**src/rtl/lqe_pkg.sv**
```systemverilog
package lqe_pkg;

    localparam int CFG_W   = 32;
    localparam int CIDX_W  = 3;
    localparam int NUM_W   = 61;
    localparam int ROOT_W  = 31;
    localparam int QUO_W   = 30;
    localparam int DIV_W   = 32;

    localparam logic [CIDX_W-1:0] CFG_SCALE_X = 3'd0;
    localparam logic [CIDX_W-1:0] CFG_SCALE_Y = 3'd1;
    localparam logic [CIDX_W-1:0] CFG_BIAS_X  = 3'd2;
    localparam logic [CIDX_W-1:0] CFG_BIAS_Y  = 3'd3;
    localparam logic [CIDX_W-1:0] CFG_DEPTH   = 3'd4;

    typedef struct packed {
        logic signed [31:0] ax;
        logic signed [31:0] ay;
        logic signed [31:0] bx;
        logic signed [31:0] by;
        logic               nx;
        logic               ny;
        logic               zero;
    } seg_t;

endpackage

```
**src/rtl/lqe_isqrt.sv**
```systemverilog
module lqe_isqrt #(
    parameter int SIDE_W = 1
) (
    input  logic                       clk,
    input  logic                       rst_n,
    input  logic                       in_valid,
    input  logic [lqe_pkg::NUM_W-1:0]  radicand,
    input  logic [SIDE_W-1:0]          in_side,
    output logic                       out_valid,
    output logic [lqe_pkg::ROOT_W-1:0] root,
    output logic [SIDE_W-1:0]          out_side
);

    localparam int STEPS = lqe_pkg::ROOT_W;
    localparam int RW    = 2 * STEPS;

    logic [RW-1:0]     n_reg     [STEPS];
    logic [RW-1:0]     res_reg   [STEPS];
    logic [SIDE_W-1:0] side_reg  [STEPS];
    logic [STEPS-1:0]  valid_reg;

    for (genvar k = 0; k < STEPS; k++) begin : g_step
        logic [RW-1:0]     n_cur;
        logic [RW-1:0]     res_cur;
        logic [RW-1:0]     bit_k;
        logic [RW-1:0]     trial;
        logic              v_cur;
        logic [SIDE_W-1:0] side_cur;

        if (k == 0) begin : g_first
            assign n_cur    = RW'(radicand);
            assign res_cur  = '0;
            assign v_cur    = in_valid;
            assign side_cur = in_side;
        end
        else begin : g_next
            assign n_cur    = n_reg[k-1];
            assign res_cur  = res_reg[k-1];
            assign v_cur    = valid_reg[k-1];
            assign side_cur = side_reg[k-1];
        end

        assign bit_k = RW'(1) << (2 * (STEPS - 1 - k));
        assign trial = res_cur + bit_k;

        always_ff @(posedge clk or negedge rst_n)
        begin
            if (!rst_n)
            begin
                valid_reg[k] <= 1'b0;
            end
            else
            begin
                valid_reg[k] <= v_cur;
            end
        end

        always_ff @(posedge clk)
        begin
            side_reg[k] <= side_cur;
            if (n_cur >= trial)
            begin
                n_reg[k]   <= n_cur - trial;
                res_reg[k] <= (res_cur >> 1) + bit_k;
            end
            else
            begin
                n_reg[k]   <= n_cur;
                res_reg[k] <= res_cur >> 1;
            end
        end
    end

    assign out_valid = valid_reg[STEPS-1];
    assign root      = res_reg[STEPS-1][lqe_pkg::ROOT_W-1:0];
    assign out_side  = side_reg[STEPS-1];

endmodule

```
**config.mk**
```make
export PLATFORM = sky130hd
export DESIGN_NAME = lqe_isqrt
export DESIGN_NICKNAME = d
export VERILOG_FILES = /design/src/rtl/lqe_pkg.sv /design/src/rtl/lqe_isqrt.sv
export SDC_FILE = /design/constraint.sdc
export NUM_CORES = 2
export LEC_CHECK = 0
export BUFFER_PORTS_ARGS = -buffer_cell sky130_fd_sc_hd__buf_2
export CAP_MARGIN = 20
export CORE_MARGIN = 10
export CORE_UTILIZATION = 40
export CTS_BUF_LIST = sky130_fd_sc_hd__clkbuf_8
export CTS_CLUSTER_DIAMETER = 50
export CTS_CLUSTER_SIZE = 30
export DETAILED_ROUTE_END_ITERATION = 10
export GPL_ROUTABILITY_DRIVEN = 0
export SETUP_SLACK_MARGIN = 0.5
export SYNTH_ARGS = -nofsm -noshare
export SYNTH_HDL_FRONTEND = slang
export SYNTH_SLANG_ARGS = --single-unit
```
**constraint.sdc**
```tcl
create_clock -name clk -period 4.4 [get_ports clk]
set_input_delay 0.44 -clock clk [delete_from_list [all_inputs] [get_ports clk]]
set_output_delay 0.44 -clock clk [all_outputs]
set_load 0.05 [all_outputs]
```
==> flow_results.org <==
** Worst setup path
- For this run, the slowest stage of the critical path takes 0.62 ns.
- STA puts the critical path data arrival time at 4.73 ns.
- The worst setup path is launched from a flop.
- Critical Path End Type :: flop
- The critical path goes through inv_1, ha_1, nor2b_1, o31a_1, o21ai_1, nand3_1, a22o_1, a221o_1, a32oi_1, nor4b_1, xor2_1.
- Worst-path cell with the longest stage delay :: a32oi_1
- On the critical path the largest part of the delay comes from compound AO/OA/AOI/OAI gates.
- Together, buffers and inverters on the worst path number 1.
- Endpoint required time on the critical path :: 5.33 ns
- Highest fanout seen on the critical path :: 7
- Worst Path Class, Setup :: flop to flop

** Logic synthesis
- Counting distinct cell types in the post-synthesis netlist gives 101.
- Cell Area, Synth :: 91200 um2
- For this run, the register share of the synthesized area comes to 53.3%.
- Among all flip-flop cells after synthesis, the most frequent one is dfxtp_1.
- Async set-or-reset flop fraction in the synthesized netlist :: 1.28%
- Number of enable-type register cells in the synthesized netlist :: 0
- After technology mapping, the gate count stands at 9116.
- In this run the mean area of a mapped cell was 10.0 um2.
- Register bit total from synthesis :: 2418
- The Yosys step of the flow raised 0 warnings.

** STA
- At the pin with the least slew margin, the transition time is 1.20 ns.
- The worst path in the final design needs a cycle of 3.79 ns, including I/O delays and setup.
- The number of hold violations in the final report was 0.
- Clock skew on the completed layout was measured at 0.0937 ns.
- Adding up every negative setup slack in the final design gives 0 ns.
- The number of max-slew violations in the final report was 0.
- Setup violations remaining at the end of the flow were counted as 0.
- Max Fclk :: 0.264 GHz
- Headroom to the max-slew limit came out at 19.5%.
- Final worst-path cycle share :: 86.2%
- Setup slack closes at 0.605 ns.
- Setup repair after global routing left no endpoint under its margin.

** Clock network
- The root buffer cell chosen for the clock tree is clkbuf_8.
- Clock tree synthesis inserted a total of 186 buffers.
- Reg clk slew, reported paths :: 0.10 ns
- The H-tree generated during clock tree synthesis spans 4 levels.
- TritonCTS built the clock tree.
- Once the clock tree was built, the setup fixing pass inserted 0 buffers.
- Clock Sink Count :: 2418
- Clock latency on the worst-skew pair, taken at its later pin, is 1.02 ns.
- The clock passes through at most 3 buffers.

** Detailed routing
- Detailed routing inserted a total of 65422 vias.
- Pre-Repair DR Iteration Count :: 6
- In this run, the number of DRC markers left after iteration 0 of detailed routing was 4515.
- DRC violation count after routing :: 0
- Wires add up to 229000 um.
- After detailed routing, the number of vias per cell comes to 5.20.
- Dividing the detail-routed wire length by the instance count gives 18.2 um.
- The detail route stage leaves a number of antenna-violating nets equal to 0.

** Global routing
- The number of global-route vias before repair was 64180.
- All-layer global routing usage :: 17.7%
- The total overflow left after global routing is 0.
- Maximum number of pins on one net before global-route repair :: 82
- The initial antenna violation count was 11.
- First-pass GRT wire length :: 357000 um

** Finish
- Synth-to-Final Area Change :: 11.3%
- Final core occ :: 44.7%
- Cells with a size suffix above 1 make up 7.04% of the layout.
- The net count of the finished layout is 9989.
- Post-route insts no fill :: 12586
- The register with the most flip-flops in the layout has 1860 of them.

** Power and ir drop
- For this design the ratio of total power to cell area is 596 nW/um2.
- Per report_power, the clock group accounts for 23.6% of the total.
- VDD sags by at most 488 uV.
- Total power of the final layout :: 60.5 mW
- Cell internal power dissipation :: 39.0 mW
- In this run, the combinational gates consume 25.3% of the power.
- The analysis attributes to net switching a power of 21.5 mW.
- In this run switching power makes up 35.5% of total power.
- Leakage Power :: 45.5 nW
- Part of the total power dissipated in sequential elements :: 51.1%

** Floorplanning
- The floorplan step set the die height to 497 um.
- The die covers 247000 um2.
- Total core area :: 227000 um2
- Initial core utilization :: 40.2%
- Number of I/O pins :: 98
- Number of rows in the core area :: 175
- From left edge to right edge, the die measures 497 um.

** Placement
- Buffers placed on the I/O ports in this run total 97.
- # placed instances :: 12094
- Prior to clock tree synthesis, the placed netlist has a worst setup slack of 0.200 ns.
- Detailed placement finished with a half-perimeter wire length of 181000 um.

** Outcome
- Result of the run :: finished clean

** Hold path
- Hold WC Path Type :: primary input to flop

** Job
- # Max-Cap Violations :: 0
## logic make-up after synthesis
logic type,synth area share (%)
buf+inv,3.63
compound gates,11.7
fa+ha+maj,7.18
xor+xnor,7.95
other cells,0.00411
mux,0.803
flops,53.3
simple gates,15.5
## area by class of cell
class | instances | area (um2)
inverter | 677 | 2540
tap | 3009 | 3760
clock buffer | 196 | 2700
fill | 21314 | 126000
multi-input combinational | 5831 | 39500
clock inverter | 151 | 2130
antenna | 17 | 42.5
timing repair buffer | 287 | 2260
sequential | 2418 | 48600
## power by group through the flow
stage                     clock network [mW]  logic (mW)  registers, mW
after floorplan                            0        11.7           29.5
after global placement                     0        14.8           31.4
after detailed placement                   0        15.0           31.4
after CTS                               14.7        15.2           30.9
after global routing                    15.5        17.1           31.4
final                                   14.3        15.3           30.9
## stage by stage
stage	cell area, um2	hold WS [ns]
after floorplan	91200	0.144
after global placement	95200	0.310
after detailed placement	95200	0.312
after CTS	101000	0.0657
after global routing	102000	0.108
final	102000	0.170
## Yosys cell counts (39+ instances only)
library cell     n  area share, %
a211oi_1        39           0.32
a21o_1         193            1.6
a21oi_1        533            2.9
and3_1          45           0.31
clkbuf_1       144           0.59
dfxtp_1       2387             52
ha_1           523            7.2
inv_1          670            2.8
mux2_2          48           0.59
nand2_1        616            2.5
nand2b_1        99           0.68
nand3_1        138           0.76
nand4_1        147            1.0
nor2_1         552            2.3
nor2b_1         64           0.44
nor3_1         251            1.4
nor4_1         301            2.1
nor4b_1         61           0.59
o21a_1          89           0.73
o21ai_0        460            2.5
o21bai_1        58           0.48
o31ai_1         49           0.40
or2_2           40           0.27
or3_1          107           0.73
or4_1           77           0.63
xnor2_1        405            3.9
xor2_1         423            4.1
## worst paths after layout
path                            cells after the start                          to  slack [ns]               startpoint
worst max-delay path                               11       n_reg[7][110]$_DFF_P_        0.61   res_reg[28][4]$_DFF_P_
worst min-delay path                                2   g_step[1].v_cur$_DFF_PN0_        0.17                 in_valid
max in group asynchronous                           4  g_step[16].v_cur$_DFF_PN0_        3.74                    rst_n
worst min register to register                      0     res_reg[25][14]$_DFF_P_        0.31  res_reg[24][15]$_DFF_P_
min in group asynchronous                           4   g_step[2].v_cur$_DFF_PN0_        0.49                    rst_n
worst max register to register                     11       n_reg[7][110]$_DFF_P_        0.61   res_reg[28][4]$_DFF_P_
## routing by layer
layer | share of wire [%] | vias to the layer above | wire length, um | global-route usage (%)
met5 | 0.011 | - | 26 | 0
met4 | 2.5 | 4 | 5800 | 4.77
met3 | 5.2 | 382 | 12000 | 2.87
met2 | 48 | 1600 | 110000 | 30.9
met1 | 44 | 31116 | 101000 | 22.7
li1 | - | 32320 | - | -
## repair_timing
| item | 4_1_cts | 5_1_grt |
|---|---|---|
| endpoints found under the hold margin | 94 | 0 |
| gates resized for setup | 4 | 22 |
| pin swaps | 0 | 2 |
| endpoints found under the setup margin | 21 | 107 |
| hold buffers | 128 | 0 |
## placed cells by master (no fill, tap or decap), types with 37 or more instances in the layout
| cell | count |
|---|---|
| a21oi_1 | 532 |
| and3_1 | 45 |
| or4_1 | 76 |
| dlygate4sd3_1 | 127 |
| nor4b_1 | 60 |
| nand4_1 | 147 |
| or3_1 | 107 |
| clkbuf_8 | 196 |
| ha_1 | 523 |
| mux2_2 | 48 |
| buf_4 | 54 |
| nor2b_1 | 64 |
| o21bai_1 | 58 |
| o21ai_0 | 459 |
| nand2b_1 | 99 |
| nand2_1 | 616 |
| dfxtp_1 | 2387 |
| a211oi_1 | 37 |
| o21a_1 | 89 |
| xnor2_1 | 405 |
| a21o_1 | 193 |
| nor4_1 | 298 |
| o31ai_1 | 47 |
| nand3_1 | 137 |
| nor2_1 | 551 |
| xor2_1 | 423 |
| inv_1 | 674 |
| or2_2 | 40 |
| buf_2 | 101 |
| nor3_1 | 250 |
Power figures use the tool's default switching activity.
